[src/ostt_pkg.sv]
package ostt_pkg;

	// Table size that the top level uses unless told otherwise.
	localparam int NUM_TIMERS_DEF = 8;

	// Fixed field widths.
	localparam int KIND_W   = 3;
	localparam int ID_W     = 3;
	localparam int PERIOD_W = 16;
	localparam int COUNT_W  = 17;
	localparam int TS_W     = 2;

	// Item kinds.
	localparam logic [KIND_W-1:0] KIND_CREATE  = 3'd0;
	localparam logic [KIND_W-1:0] KIND_SET     = 3'd1;
	localparam logic [KIND_W-1:0] KIND_QUERY   = 3'd2;
	localparam logic [KIND_W-1:0] KIND_DELETE  = 3'd3;
	localparam logic [KIND_W-1:0] KIND_RESTART = 3'd4;
	localparam logic [KIND_W-1:0] KIND_TICK    = 3'd5;

	// Query answers.
	localparam logic [TS_W-1:0] TS_STOPPED = 2'd0;
	localparam logic [TS_W-1:0] TS_RUNNING = 2'd1;
	localparam logic [TS_W-1:0] TS_INVALID = 2'd2;

	// Response status codes.
	localparam logic ST_OK   = 1'b0;
	localparam logic ST_FAIL = 1'b1;

	// Result kinds.
	localparam logic RES_RESPONSE = 1'b0;
	localparam logic RES_EXPIRY   = 1'b1;

	// Commands from the controller to the datapath.
	typedef struct packed {
		logic cmd_accept;   // a command item is taken this cycle
		logic tick_accept;  // a tick item is taken this cycle
		logic walk_step;    // read the walk entry and advance the walk index
		logic eval_en;      // the entry read last cycle is evaluated
		logic flush;        // the held expiry event goes out as the final one
	} ctl_cmd_t;

endpackage

[src/ostt_ctrl.sv]
module ostt_ctrl
	import ostt_pkg::*;
(
	input  logic                 clk,
	input  logic                 arst_n,
	input  logic                 start,
	input  logic [KIND_W-1:0]    kind,
	input  logic                 walk_at_end,
	output logic                 busy,
	output ctl_cmd_t             cmd
);

	typedef enum logic [3:0] {
		S_IDLE  = 4'b0001,
		S_WALK  = 4'b0010,
		S_DRAIN = 4'b0100,
		S_FLUSH = 4'b1000
	} state_t;

	state_t state_q, state_d;
	logic   rd_valid_s1;
	logic   accept;

	assign busy   = (state_q != S_IDLE);
	assign accept = start && !busy;

	// Decode the accepted item and the walk phase into datapath commands.
	always_comb begin
		cmd             = '0;
		cmd.cmd_accept  = accept && (kind <= KIND_RESTART);
		cmd.tick_accept = accept && (kind == KIND_TICK);
		cmd.walk_step   = (state_q == S_WALK);
		cmd.eval_en     = rd_valid_s1;
		cmd.flush       = (state_q == S_FLUSH);
	end

	// Next state: a tick walks the table, lets the last read settle, then flushes.
	always_comb begin
		state_d = state_q;
		case (state_q)
			S_IDLE: begin
				if (cmd.tick_accept) state_d = S_WALK;
			end
			S_WALK: begin
				if (walk_at_end) state_d = S_DRAIN;
			end
			S_DRAIN: begin
				state_d = S_FLUSH;
			end
			S_FLUSH: begin
				state_d = S_IDLE;
			end
			default: begin
				state_d = S_IDLE;
			end
		endcase
	end

	// State register and the read-valid flag of the walk pipeline.
	always_ff @(posedge clk or negedge arst_n) begin
		if (!arst_n) begin
			state_q     <= S_IDLE;
			rd_valid_s1 <= 1'b0;
		end else begin
			state_q     <= state_d;
			rd_valid_s1 <= (state_q == S_WALK);
		end
	end

endmodule

[src/ostt_dp.sv]
module ostt_dp
	import ostt_pkg::*;
#(
	parameter int NUM_TIMERS = NUM_TIMERS_DEF
) (
	input  logic                 clk,
	input  logic                 arst_n,
	input  ctl_cmd_t             cmd,
	input  logic [KIND_W-1:0]    kind,
	input  logic [ID_W-1:0]      timer_id,
	input  logic [PERIOD_W-1:0]  period,
	input  logic                 new_state,
	input  logic                 handler_present,
	output logic                 walk_at_end,
	output logic                 result_valid,
	output logic                 event_res,
	output logic [ID_W-1:0]      which_timer,
	output logic                 status,
	output logic [TS_W-1:0]      timer_state,
	output logic                 last
);

	localparam int IDX_W = (NUM_TIMERS > 1) ? $clog2(NUM_TIMERS) : 1;
	localparam logic [COUNT_W-1:0] COUNT_MAX = '1;

	// Per-timer flags live in flip-flops; counts and periods in memories.
	logic [NUM_TIMERS-1:0] allocated_q;
	logic [NUM_TIMERS-1:0] running_q;
	logic [COUNT_W-1:0]    cnt_mem [NUM_TIMERS];
	logic [PERIOD_W-1:0]   per_mem [NUM_TIMERS];

	logic [IDX_W-1:0]    walk_q;
	logic [IDX_W-1:0]    idx_s1;
	logic [COUNT_W-1:0]  cnt_s1;
	logic [PERIOD_W-1:0] per_s1;

	logic                pend_q;
	logic [IDX_W-1:0]    pend_id_q;

	logic                id_valid;
	logic [IDX_W-1:0]    id_ix;
	logic                id_alloc;
	logic                rsp_status;
	logic [TS_W-1:0]     rsp_ts;

	logic                active;
	logic [COUNT_W-1:0]  cnt_next;
	logic                expire;

	logic                cnt_we;
	logic [IDX_W-1:0]    cnt_wa;
	logic [COUNT_W-1:0]  cnt_wd;
	logic                per_we;

	// Address decode of the command item.
	assign id_valid = (int'(timer_id) < NUM_TIMERS);
	assign id_ix    = IDX_W'(timer_id);
	assign id_alloc = id_valid && allocated_q[id_ix];

	// Response fields of a command.
	always_comb begin
		rsp_status = id_alloc ? ST_OK : ST_FAIL;
		rsp_ts     = TS_STOPPED;
		case (kind)
			KIND_CREATE: begin
				rsp_status = id_valid ? ST_OK : ST_FAIL;
			end
			KIND_QUERY: begin
				if (id_alloc) begin
					rsp_ts = running_q[id_ix] ? TS_RUNNING : TS_STOPPED;
				end else begin
					rsp_ts = TS_INVALID;
				end
			end
			default: begin
				rsp_ts = TS_STOPPED;
			end
		endcase
	end

	// Evaluation of the entry read in the previous cycle.
	assign active   = allocated_q[idx_s1] && running_q[idx_s1];
	assign cnt_next = (cnt_s1 == COUNT_MAX) ? cnt_s1 : cnt_s1 + 1'b1;
	assign expire   = cmd.eval_en && active && (cnt_next >= {1'b0, per_s1});
	assign walk_at_end = (walk_q == IDX_W'(NUM_TIMERS - 1));

	// Write port selection of the count and period memories.
	always_comb begin
		cnt_we = 1'b0;
		cnt_wa = id_ix;
		cnt_wd = '0;
		per_we = 1'b0;
		if (cmd.cmd_accept) begin
			case (kind)
				KIND_CREATE: begin
					cnt_we = id_valid;
					per_we = id_valid;
				end
				KIND_DELETE, KIND_RESTART: begin
					cnt_we = id_alloc;
				end
				default: begin
					cnt_we = 1'b0;
				end
			endcase
		end else if (cmd.eval_en && active) begin
			cnt_we = 1'b1;
			cnt_wa = idx_s1;
			cnt_wd = cnt_next;
		end
	end

	// Count and period memories with a registered read at the walk index.
	always_ff @(posedge clk) begin
		if (cnt_we) cnt_mem[cnt_wa] <= cnt_wd;
		if (per_we) per_mem[id_ix] <= period;
		cnt_s1 <= cnt_mem[walk_q];
		per_s1 <= per_mem[walk_q];
		idx_s1 <= walk_q;
	end

	// Allocation and run flags.
	always_ff @(posedge clk or negedge arst_n) begin
		if (!arst_n) begin
			allocated_q <= '0;
			running_q   <= '0;
		end else if (cmd.cmd_accept) begin
			case (kind)
				KIND_CREATE: begin
					if (id_valid) begin
						running_q[id_ix]   <= new_state;
						allocated_q[id_ix] <= handler_present;
					end
				end
				KIND_SET, KIND_RESTART: begin
					if (id_alloc) running_q[id_ix] <= new_state;
				end
				KIND_DELETE: begin
					if (id_alloc) begin
						running_q[id_ix]   <= 1'b0;
						allocated_q[id_ix] <= 1'b0;
					end
				end
				default: begin
					running_q <= running_q;
				end
			endcase
		end else if (expire) begin
			running_q[idx_s1] <= 1'b0;
		end
	end

	// Walk index over the table.
	always_ff @(posedge clk or negedge arst_n) begin
		if (!arst_n) begin
			walk_q <= '0;
		end else if (cmd.tick_accept) begin
			walk_q <= '0;
		end else if (cmd.walk_step && !walk_at_end) begin
			walk_q <= walk_q + 1'b1;
		end
	end

	// One expiry is held back until it is known whether another follows.
	always_ff @(posedge clk or negedge arst_n) begin
		if (!arst_n) begin
			pend_q <= 1'b0;
		end else if (cmd.tick_accept || cmd.flush) begin
			pend_q <= 1'b0;
		end else if (expire) begin
			pend_q <= 1'b1;
		end
	end

	always_ff @(posedge clk) begin
		if (expire) pend_id_q <= idx_s1;
	end

	// Result strobe.
	always_ff @(posedge clk or negedge arst_n) begin
		if (!arst_n) begin
			result_valid <= 1'b0;
		end else begin
			result_valid <= cmd.cmd_accept || (pend_q && (expire || cmd.flush));
		end
	end

	// Result payload.
	always_ff @(posedge clk) begin
		if (cmd.cmd_accept) begin
			event_res   <= RES_RESPONSE;
			which_timer <= timer_id;
			status      <= rsp_status;
			timer_state <= rsp_ts;
			last        <= 1'b1;
		end else if (pend_q && (expire || cmd.flush)) begin
			event_res   <= RES_EXPIRY;
			which_timer <= ID_W'(pend_id_q);
			status      <= ST_OK;
			timer_state <= TS_STOPPED;
			last        <= cmd.flush;
		end
	end

endmodule

[src/one_shot_timer_table_unit.sv]
// Table of one-shot tick timers. A command item (create, set run state, query,
// delete, restart) is taken while busy is low, and its single response appears
// on the result ports in the next cycle, so commands can be issued every cycle.
// A tick item raises busy: the count and period memories have one read port,
// so the tick walks the table one timer per cycle, followed by a drain state
// that evaluates the last timer and a flush state that sends the final expiry
// event. Expiry events come out in timer order, one per cycle at most, the final
// one marked by last; a tick with no expiry produces no result. Each result is
// shown for exactly one cycle under result_valid and cannot be held off, so the
// receiver must take it then.
module one_shot_timer_table_unit
	import ostt_pkg::*;
#(
	parameter int NUM_TIMERS = NUM_TIMERS_DEF
) (
	input  logic                 clk,
	input  logic                 arst_n,
	input  logic                 start,
	output logic                 busy,
	input  logic [KIND_W-1:0]    kind,
	input  logic [ID_W-1:0]      timer_id,
	input  logic [PERIOD_W-1:0]  period,
	input  logic                 new_state,
	input  logic                 handler_present,
	output logic                 result_valid,
	output logic                 event_res,
	output logic [ID_W-1:0]      which_timer,
	output logic                 status,
	output logic [TS_W-1:0]      timer_state,
	output logic                 last
);

	ctl_cmd_t cmd;
	logic     walk_at_end;

	// Sequencer for item acceptance and the tick walk.
	ostt_ctrl u_ctrl (
		.clk         (clk),
		.arst_n      (arst_n),
		.start       (start),
		.kind        (kind),
		.walk_at_end (walk_at_end),
		.busy        (busy),
		.cmd         (cmd)
	);

	// Timer storage, evaluation and result registers.
	ostt_dp #(
		.NUM_TIMERS (NUM_TIMERS)
	) u_dp (
		.clk             (clk),
		.arst_n          (arst_n),
		.cmd             (cmd),
		.kind            (kind),
		.timer_id        (timer_id),
		.period          (period),
		.new_state       (new_state),
		.handler_present (handler_present),
		.walk_at_end     (walk_at_end),
		.result_valid    (result_valid),
		.event_res       (event_res),
		.which_timer     (which_timer),
		.status          (status),
		.timer_state     (timer_state),
		.last            (last)
	);

endmodule

[config.mk]
export PLATFORM = sky130hd
export DESIGN_NAME = one_shot_timer_table_unit
export DESIGN_NICKNAME = d
export VERILOG_FILES = /design/src/ostt_pkg.sv /design/src/ostt_ctrl.sv /design/src/ostt_dp.sv /design/src/one_shot_timer_table_unit.sv
export SDC_FILE = /design/constraint.sdc
export NUM_CORES = 1
export LEC_CHECK = 0
export CORE_MARGIN = 1.5
export CORE_UTILIZATION = 45
export DETAILED_ROUTE_END_ITERATION = 8
export DONT_BUFFER_PORTS = 1
export HOLD_SLACK_MARGIN = 0.05
export MAX_ROUTING_LAYER = met4
export SLEW_MARGIN = 20
export SYNTH_ARGS = -nofsm -noshare
export SYNTH_HDL_FRONTEND = slang
export SYNTH_SLANG_ARGS = --single-unit
[constraint.sdc]
create_clock -name clk -period 3.4 [get_ports clk]
set_clock_uncertainty 0.2 [all_clocks]
set_input_delay 0.68 -clock clk [delete_from_list [all_inputs] [get_ports clk]]
set_output_delay 0.68 -clock clk [all_outputs]
set_load 0.02 [all_outputs]
[Yosys cells after proc, flatten, opt, wreduce, memory -nomap -nowiden]
Memories as Yosys holds them, arrays and structs flattened. A register that Yosys moved wholly into a read port is not among the register bits.
Index checks and enable logic that the tools add are counted.
Cells by class
  $add $sub $neg: 2
  $lt $le $gt $ge: 6
  eq/ne operators: 18
  muxes and demuxes: 53
  bitwise operators: 5
  reductions and logical operators: 26
Operator list (number)
  $mux 17: 3
  $mux 8: 5
  $and 8x8->8: 3
  $pmux 8 s3: 1
  $mux 1: 21
  $mux 3: 6
  $add 17x1->17 const B: 1
  $eq 17x17->1 const B: 1
  $ge 17x16->1: 1
  $bwmux 8: 2
  $not 8->8: 2
  $pmux 8 s2: 1
  $bmux 1 s3: 4
  $pmux 4 s3: 1
  $logic_and 1x1->1: 10
  $reduce_bool 2->1: 5
  $eq 3x3->1 const B: 3
  $lt 3x4->1 const B: 2
  $mux 2: 4
  $mux 4: 2
  $demux 1 s3: 2
  $eq 3x2->1 const B: 2
  $ge 3x1->1 const B: 2
  $ne 3x3->1 const B: 2
  19 further kinds: 24
Storage, ports and cells
  register bits after elaboration: 40
  bits in writable memories: 264
  input bits: 27
  output and inout port bits: 10
  word-level logic and storage cells: 126
  memories: 2
Memory list
  u_dp.cnt_mem: depth 8, bits a word 17, read ports 1, clocked after Yosys merged registers in 1, write ports 1, line ostt_dp.sv:29  | logic [COUNT_W-1:0] cnt_mem [NUM_TIMERS];
  u_dp.per_mem: depth 8, bits a word 16, read ports 1, clocked after Yosys merged registers in 1, write ports 1, line ostt_dp.sv:30  | logic [PERIOD_W-1:0] per_mem [NUM_TIMERS];

[Depth between registers and ports, before layout]
Gate-level depths: netlist of the first run.
  word-level depth: 9
  mapped depth: 15
  gate-level depth less buffers: 15

[By module]
Synthesis of the first run repeated with hierarchy kept, for this count alone.
Unflattened totals
  cells, all modules: 779
  area, all modules: 13756.9 um^2
By module, submodules not included
  ostt_dp: instances 1, cells each 760, area each 13518.0 um^2, seq. area each 9484.1 um^2
  ostt_ctrl: instances 1, cells each 19, area each 239.0 um^2, seq. area each 126.4 um^2

[Worst setup path after synthesis of the first run]
OpenSTA, ideal clock, no wires.
  path type: register -> register
  start: register u_dp.cnt_s1[0], read port of u_dp.cnt_mem
  end: register u_dp.status, enable pin
  setup time: 289 ps
  data arrival time: 3234 ps
  required time: 2911 ps
  setup slack: -323 ps
  stages on the path, launching flop included: 16
  path buffers: 0
  period minus slack after synthesis: 3723 ps
  path through: dfxtp_1 -> ha_1 -> nand2_1 -> nor3_1 -> nand3_1 -> nand4_1 -> nor4_1 -> xor2_1 -> ha_1 -> nand2_1 -> a2bb2oi_1 -> a21oi_1 -> o41a_1 -> o21a_1 -> o21ai_0 -> nand2_1
On the way
  longest elaborated chain between the ends: 7
  elaborated cells between the ends (all ways): 8
  those cells by class: add/sub: 1; order compare: 1; eq/ne: 1; mux: 1; reduce/logical: 4
RTL lines
  start, declared: line ostt_dp.sv:34  | logic [COUNT_W-1:0] cnt_s1;
  $add 17x1->17 or $eq 17x17->1 (tied branches): line ostt_dp.sv:83  | assign cnt_next = (cnt_s1 == COUNT_MAX) ? cnt_s1 : cnt_s1 + 1'b1;
  $mux 17 *: line ostt_dp.sv:83
  $ge 17x16->1 *: line ostt_dp.sv:84  | assign expire = cmd.eval_en && active && (cnt_next >= {1'b0, per_s1});
  $logic_and 1x1->1 *: line ostt_dp.sv:84
  via u_dp.expire: line ostt_dp.sv:48  | logic expire;
  $logic_or 1x1->1 *: line ostt_dp.sv:196  | end else if (pend_q && (expire || cmd.flush)) begin
  $logic_and 1x1->1 *: line ostt_dp.sv:196
  $reduce_bool 2->1 (no line) *
  end signal, assigned: line ostt_dp.sv:193  | status <= rsp_status;
  end, declared: line ostt_dp.sv:18  | output logic status,
Mark *: on every way through the listed nets, which the timed path passes. The rest lies on a longest branch.
A chain may end at the register's enable or synchronous reset.

[Worst setup path in the final report of the first run]
  start: register u_dp.cnt_s1[0], read port of u_dp.cnt_mem
  end: register u_dp.timer_state[1], enable pin
On the way
  longest elaborated chain between the ends: 7
  elaborated cells between the ends (all ways): 8
  those cells by class: add/sub: 1; order compare: 1; eq/ne: 1; mux: 1; reduce/logical: 4
RTL lines
  $add 17x1->17 or $eq 17x17->1 (tied branches): line ostt_dp.sv:83
  $mux 17 *: line ostt_dp.sv:83
  $ge 17x16->1 *: line ostt_dp.sv:84
  $logic_and 1x1->1 *: line ostt_dp.sv:84
  via u_dp.expire: line ostt_dp.sv:48
  $logic_or 1x1->1 *: line ostt_dp.sv:196
  $logic_and 1x1->1 *: line ostt_dp.sv:196
  $reduce_bool 2->1 (no line) *
  end signal, assigned: line ostt_dp.sv:194  | timer_state <= rsp_ts;
  end, declared: line ostt_dp.sv:19  | output logic [TS_W-1:0] timer_state,
Marked as above.

==> results of run 1 <==
[critical path: cells and delay by family (launching register included)]
kind | cells | cell delay, ps
AOI/OAI and AO/OA | 5 | 1130
xor gates and xnor gates | 1 | 210
adders and majority gates | 2 | 500
buffers and inverters | 1 | 150
DFF | 1 | 360
and+or+nand+nor | 7 | 780
[where the power goes]
part	switching (uW)	internal, uW
combinational	363	431
clock	1490	2100
sequential	180	4560
total	2040	7100
[worst max-delay path by stage]
stage / endpoint / slack, ps / startpoint
after floorplan: u_dp.running_q[6]$_DFFE_PN0P_ / -60 / u_dp.cnt_s1[0]$_DFF_P_
after global placement: u_dp.status$_SDFFCE_PN0P_ / -180 / u_dp.cnt_s1[6]$_DFF_P_
after detailed placement: u_dp.timer_state[1]$_SDFFCE_PN0P_ / -330 / u_dp.cnt_s1[6]$_DFF_P_
after CTS: u_dp.timer_state[0]$_SDFFCE_PN0P_ / -190 / u_dp.cnt_s1[3]$_DFF_P_
after global routing: u_dp.running_q[0]$_DFFE_PN0P_ / -360 / u_dp.cnt_s1[4]$_DFF_P_
final: u_dp.timer_state[1]$_SDFFCE_PN0P_ / -180 / u_dp.cnt_s1[0]$_DFF_P_
[per-layer routing]
metal	share of wire [%]	routed length (um)	track usage, %	up-vias
li1	-	-	-	3392
met1	44	12900	26.1	3772
met2	49	14500	33.0	198
met3	5.3	1560	3.28	48
met4	1.6	458	5.24	0
met5	0	0	-	-
[cell usage after synthesis, types with 4 or more instances]
master and n:
o21ai_0 9, nand2_1 58, mux4_2 68, nor2_1 41
edfxtp_1 273, nand4_1 10, buf_1 4, clkbuf_1 19
xor2_1 6, mux2i_1 8, ha_1 19, a32oi_1 10
buf_2 9, nor2b_1 22, a21oi_1 11, mux2_1 9
mux2_2 34, nand3_1 10, xnor2_1 9, nor3_1 15
inv_1 21, nand2b_1 4, nor4_1 4, dfrtp_1 25
dfxtp_1 38
[final cells by class]
| type | count | share of cell area [%] |
|---|---|---|
| sequential | 337 | 59.2 |
| multi-input combinational | 412 | 25.2 |
| clock buffer | 50 | 6.31 |
| timing repair buffer | 102 | 5.32 |
| tap | 396 | 3.05 |
| inverter | 21 | 0.485 |
| clock inverter | 14 | 0.424 |
[cells in the final DEF (no fill, tap or decap), types with 9 or more instances in the layout]
| cell | instances |
|---|---|
| nor3_1 | 11 |
| a21oi_1 | 11 |
| nand4_1 | 10 |
| ha_1 | 18 |
| a32oi_1 | 10 |
| dfrtp_1 | 22 |
| mux2_2 | 34 |
| dlygate4sd3_1 | 20 |
| mux4_2 | 68 |
| nor2_1 | 40 |
| nand2_1 | 56 |
| mux2_1 | 9 |
| edfxtp_1 | 273 |
| nand3_1 | 10 |
| buf_4 | 76 |
| inv_1 | 21 |
| clkbuf_16 | 37 |
| dfxtp_1 | 36 |
| nor2b_1 | 22 |
[state kept, by name (all words and copies together) (netlist names)]
signal / flops
u_ctrl.rd_valid_s1: 1
u_ctrl.state_q: 4
u_dp.allocated_q: 8
u_dp.cnt_mem: 136
u_dp.cnt_s1: 17
u_dp.event_res: 1
u_dp.idx_s1: 3
u_dp.last: 1
u_dp.pend_id_q: 3
u_dp.pend_q: 1
u_dp.per_mem: 128
u_dp.per_s1: 16
u_dp.result_valid: 1
u_dp.running_q: 8
u_dp.status: 1
u_dp.timer_state: 2
u_dp.walk_q: 3
u_dp.which_timer: 3
[kinds of logic (layout without fill, tap and decap cells)]
logic type | Yosys count | after routing
AOI/OAI and AO/OA | 63 | 63
xor gates and xnor gates | 15 | 15
adders and majority gates | 19 | 19
buffers and inverters | 56 | 187
DFF | 337 | 337
muxes | 119 | 119
and+or+nand+nor | 196 | 196
[repair_timing]
action / CTS / global route
pin swaps: 20 / 4
hold endpoints to repair: 127 / 13
setup buffers: 4 / 0
endpoints found under the setup margin: 21 / 21
hold buffers: 19 / 2
gates resized for setup: 14 / 5
[stage by stage]
step	instances	setup TNS, ps
finish	1332	-2500
global route	1332	-6280
CTS	1330	-2860
detailed placement	1243	-4500
global placement	1243	-2000
floorplan	805	-1230
==> results.toml, run 1 <==
[run_status]
outcome = "finished, violations left"
violations = "negative setup slack"

[synthesis]
yosys.area.top_type = "edfxtp_1"
syn_area_sq_mm = 0.0139
synthTopCellsByArea = "edfxtp_1 (59%), mux4_2 (11%), dfxtp_1 (5.5%), dfrtp_1 (4.5%), mux2_2 (2.8%)"
synth_fa_ha_area_share_pct = 1.72
synth_warnings = 0
netlist_instances = 805
synthesis.nets = 851
synth_top_family_by_area = "multiplexers"
synthArstFlopShare_pct = 7.72
synth_seq_cells = 337
synth-edff-count = 273
synth.mux.area_fraction_pct = 15.1
synth_compound_area_share_pct = 3.57
synth-simple-area-share_pct = 7.52
synth_seq_area_share_pct = 69.4
synth_ff_type = "edfxtp_1"
synth_xor_area_share_pct = 0.948
synth_top_area_share_pct = 59.2
syn_avg_cell_area_sq_um = 17.2
synth_cell_types = 72

[place]
place_ws_ps = -330
placed_area_sq_mm = 0.0148
routabilityCongestion = 0.952
port_buffers = 0
hpwl_um = 19100

[finish]
utilization_pct = 53.4
fillers = 2424
syn2layout_area_growth_pct = 17.3
finalNetCount = 956
multi_input_area_sq_mm = 0.00409
final_layout_size_suffix_gt1_share_pct = 29.2
final_area_sq_mm = 0.0162
final-seq-area_sq_mm = 0.00962
diodes = 0

[pwr]
vdd_drop_max_v = 0.000540
power.density_mw_per_mm2 = 562
cellLeakagePower_uw = 0.00528
p_total_uw = 9130

[min_path]
min_from = "period[5]"
hold_path_depth = 0
min_path_type = "in2reg"
min_to = "u_dp.per_mem[4][5]$_DFFE_PP_"

[clocking]
htreeDepth = 2
path_clk_slew_ps = 60
clk_latency_ps = 510
root_buffer = "clkbuf_16"
cts_buffers = 36
cts_tree = "built"
cts_sinks = 337
cts.path.max_buffers = 3

[global_route]
grt_pass1_vias = 7862
gr-total-overflow = 0
grt_first_pass_wirelength_um = 45900
grt_usage_pct = 20.1
grt_max_degree = 42
antenna_found_initial = 0

[timing]
fmaxAchievable_mhz = 279
drv_slew = 0
whs_ps = 72.0
period_minus_slack_ps = 3580
relSlewSlack_pct = 26.2
hold_violations = 0
setup_violations = 21
finalCritPeriodShare_pct = 105
finalWorstSetupSlack_ps = -183
rsz0062_at_grt = "yes"
worst_pin_slew_ps = 1110

[detailed_routing]
ant_nets = 0
drtPass1Iterations = 5
wl_um = 29500
avgViaCountPerCell = 5.56
drtIter0Drc = 553
num_vias = 7410
wl_per_cell_um = 22.1
route.detailed.drc = 0

[floorplanning]
die_area_sq_mm = 0.0318
start_util_pct = 45.5
io_pins = 37
die_w_um = 178
fp-row-count = 64
core-area_sq_mm = 0.0304
dieHeight_um = 178

[setup_path]
cp_cell_sequence = "ha_2 -> nand2_2 -> nor3_2 -> nand3_1 -> nand4_1 -> buf_6 -> nor4_4 -> xor2_1 -> ha_1 -> nand2_1 -> a2bb2oi_1 -> a21oi_1 -> o41a_1 -> o21a_2 -> o21ai_4 -> nand2_4"
ff2ff_setup_slack_ps = -180
start_kind = "register"
end_kind = "register"
crit_arrival_ps = 3630
regToRegStartpoint = "u_dp.cnt_s1[0]$_DFF_P_"
r2r_end = "u_dp.timer_state[1]$_SDFFCE_PN0P_"
cpMaxStageDelayCell = "o41a_1"
cp_max_fo = 7
reg2regPathDepth = 16
worstPathRequired_ps = 3450
critPathKind = "reg2reg"
max_stage_delay_ps = 460

[run]
maxCapViolations = 0
No activity file was read; power rests on OpenSTA's default activity.
==> run 2: changes to the inputs <==
- clock period: 3.4 -> 4.6 ns (I/O delays scaled with it)
==> results.toml, run 2 (synthesis gave the netlist of run 1 again) <==
[timing]
relSlewSlack_pct = 28.5
drv_slew = 0
fmaxAchievable_mhz = 232
finalCritPeriodShare_pct = 93.9
worst_pin_slew_ps = 1060
hold_violations = 0
fin_tns_setup_ps = 0
rsz0062_at_grt = "no"
setup_violations = 0
period_minus_slack_ps = 4320
whs_ps = 291

[setup_path]
path_delay_family = "simple AND/OR/NAND/NOR gates"
cp_cell_sequence = "ha_1 -> nand2_1 -> nor3_1 -> nand3_1 -> nand4_1 -> nor4_1 -> xor2_1 -> ha_1 -> nand2_1 -> a2bb2oi_1 -> a21oi_1 -> o41a_1 -> o21a_1 -> o21ai_0 -> nand2_1"
critPathKind = "reg2reg"
end_kind = "register"
ff2ff_setup_slack_ps = 280
max_stage_delay_ps = 460
start_kind = "register"
path_buf_inv = 0
path_common_cell = "nand2_1"
crit_arrival_ps = 4330
cpMaxStageDelayCell = "o41a_1"
worstPathRequired_ps = 4610
cp_max_fo = 7

[floorplanning]
io_pins = 37
dieHeight_um = 178
fp-row-count = 64
core-area_sq_mm = 0.0304
die_w_um = 178
die_area_sq_mm = 0.0318
start_util_pct = 45.5

[finish]
fillers = 2477
top_regs = "u_dp.cnt_mem (136), u_dp.per_mem (128), u_dp.cnt_s1 (17)"
syn2layout_area_growth_pct = 13.0
final_layout_size_suffix_gt1_share_pct = 24.0
final_common_cell = "edfxtp_1"
registers.top_by_ff_count = "u_dp.cnt_mem"
utilization_pct = 51.4
mostFrequentLayoutCells = "edfxtp_1 (273), mux4_2 (68), nand2_1 (58), nor2_1 (41), dfxtp_1 (38)"
diodes = 0
finalNetCount = 879
largest_reg_flops = 136

[detailed_routing]
wl_um = 28900
wl_per_cell_um = 23.0
drtIter0Drc = 464
drtPass1Iterations = 5
num_vias = 7180
route.detailed.drc = 0
ant_nets = 0
avgViaCountPerCell = 5.71

[clocking]
cts_buffers = 37
root_buffer = "clkbuf_16"
htreeDepth = 2
clk_latency_ps = 530
cts-resized-gates = 0
cts.path.max_buffers = 3
cts_sinks = 337
path_clk_slew_ps = 60
cts_tree = "built"

[pwr]
power.density_mw_per_mm2 = 446
cellLeakagePower_uw = 0.00491
vdd_drop_max_v = 0.000316

[place]
hpwl_um = 17600
routabilityCongestion = 0.826
port_buffers = 0

[global_route]
grt_first_pass_wirelength_um = 44900
grt_max_degree = 52
grt_pass1_vias = 7623
grt_usage_pct = 19.7
antenna_found_initial = 0
gr-total-overflow = 0

[min_path]
min_path_type = "in2reg"

[run]
maxCapViolations = 0

[run_status]
outcome = "completed"
-- run 2: cell types whose count changed in the layout (fill, tap and decap cells not counted), sizes merged --
cell and change:
buf -59, dlygate4sd3 -19, inv +4, clkbuf -5, clkinvlp +5, bufinv +4
clkinv -4
-- run 2: what timing repair did --
| item | 4_1_cts | 5_1_grt |
|---|---|---|
| buffers inserted | 0 | 0 |
| hold buffers | 2 | 0 |
| endpoints found under the hold margin | 26 | 0 |
-- run 2: layout make-up --
| cell class | count | area [sq um] | share of cell area, % |
|---|---|---|---|
| well taps | 396 | 495 | 3.17 |
| multi-input cells | 412 | 4010 | 25.6 |
| clock inverters | 23 | 264 | 1.69 |
| repair buffers | 24 | 215 | 1.38 |
| clock buffers | 45 | 966 | 6.17 |
| inverters | 21 | 78.8 | 0.504 |
| flip-flops and latches | 337 | 9620 | 61.5 |
-- run 2: report_power, final --
part | switching [uW] | leakage [uW] | internal, uW
Sequential | 127 | 0.00291 | 3370
Clock | 1200 | 0.000581 | 1750
Combinational | 256 | 0.00142 | 275
-- run 2: worst paths after layout --
path / start / cells after the start / to
setup / recovery: u_dp.cnt_s1[0]$_DFF_P_ / 15 / u_dp.timer_state[0]$_SDFFCE_PN0P_
hold / removal: period[8] / 0 / u_dp.per_mem[3][8]$_DFFE_PP_
setup reg to reg: u_dp.cnt_s1[0]$_DFF_P_ / 15 / u_dp.timer_state[0]$_SDFFCE_PN0P_
hold reg to reg: u_ctrl.state_q[3]$_DFFE_PN0P_ / 1 / u_ctrl.state_q[3]$_DFFE_PN0P_
max in group asynchronous: arst_n / 2 / u_ctrl.state_q[0]$_DFFE_PN1P_
min in group asynchronous: arst_n / 2 / u_dp.allocated_q[6]$_DFFE_PN0P_
-- run 2: routing by layer --
layer / routed length [um] / vias up / track usage, %
met5: 0 / - / -
met4: 536 / 0 / 5.45
met3: 1620 / 45 / 3.88
met2: 14200 / 211 / 31.6
met1: 12600 / 3697 / 25.7
li1: - / 3227 / -
-- run 2: per-stage QoR --
| step | setup WS, ps | area, sq um | cells | total power, uW |
|---|---|---|---|---|
| final | 281 | 15600 | 1258 | 6980 |
| after global routing | 10.3 | 15600 | 1258 | 7240 |
| after CTS | 321 | 15600 | 1257 | 7040 |
| after detailed placement | 377 | 14400 | 1187 | 4080 |
| after global placement | 541 | 14400 | 1187 | 4070 |
| after floorplan | 877 | 13900 | 805 | 3940 |
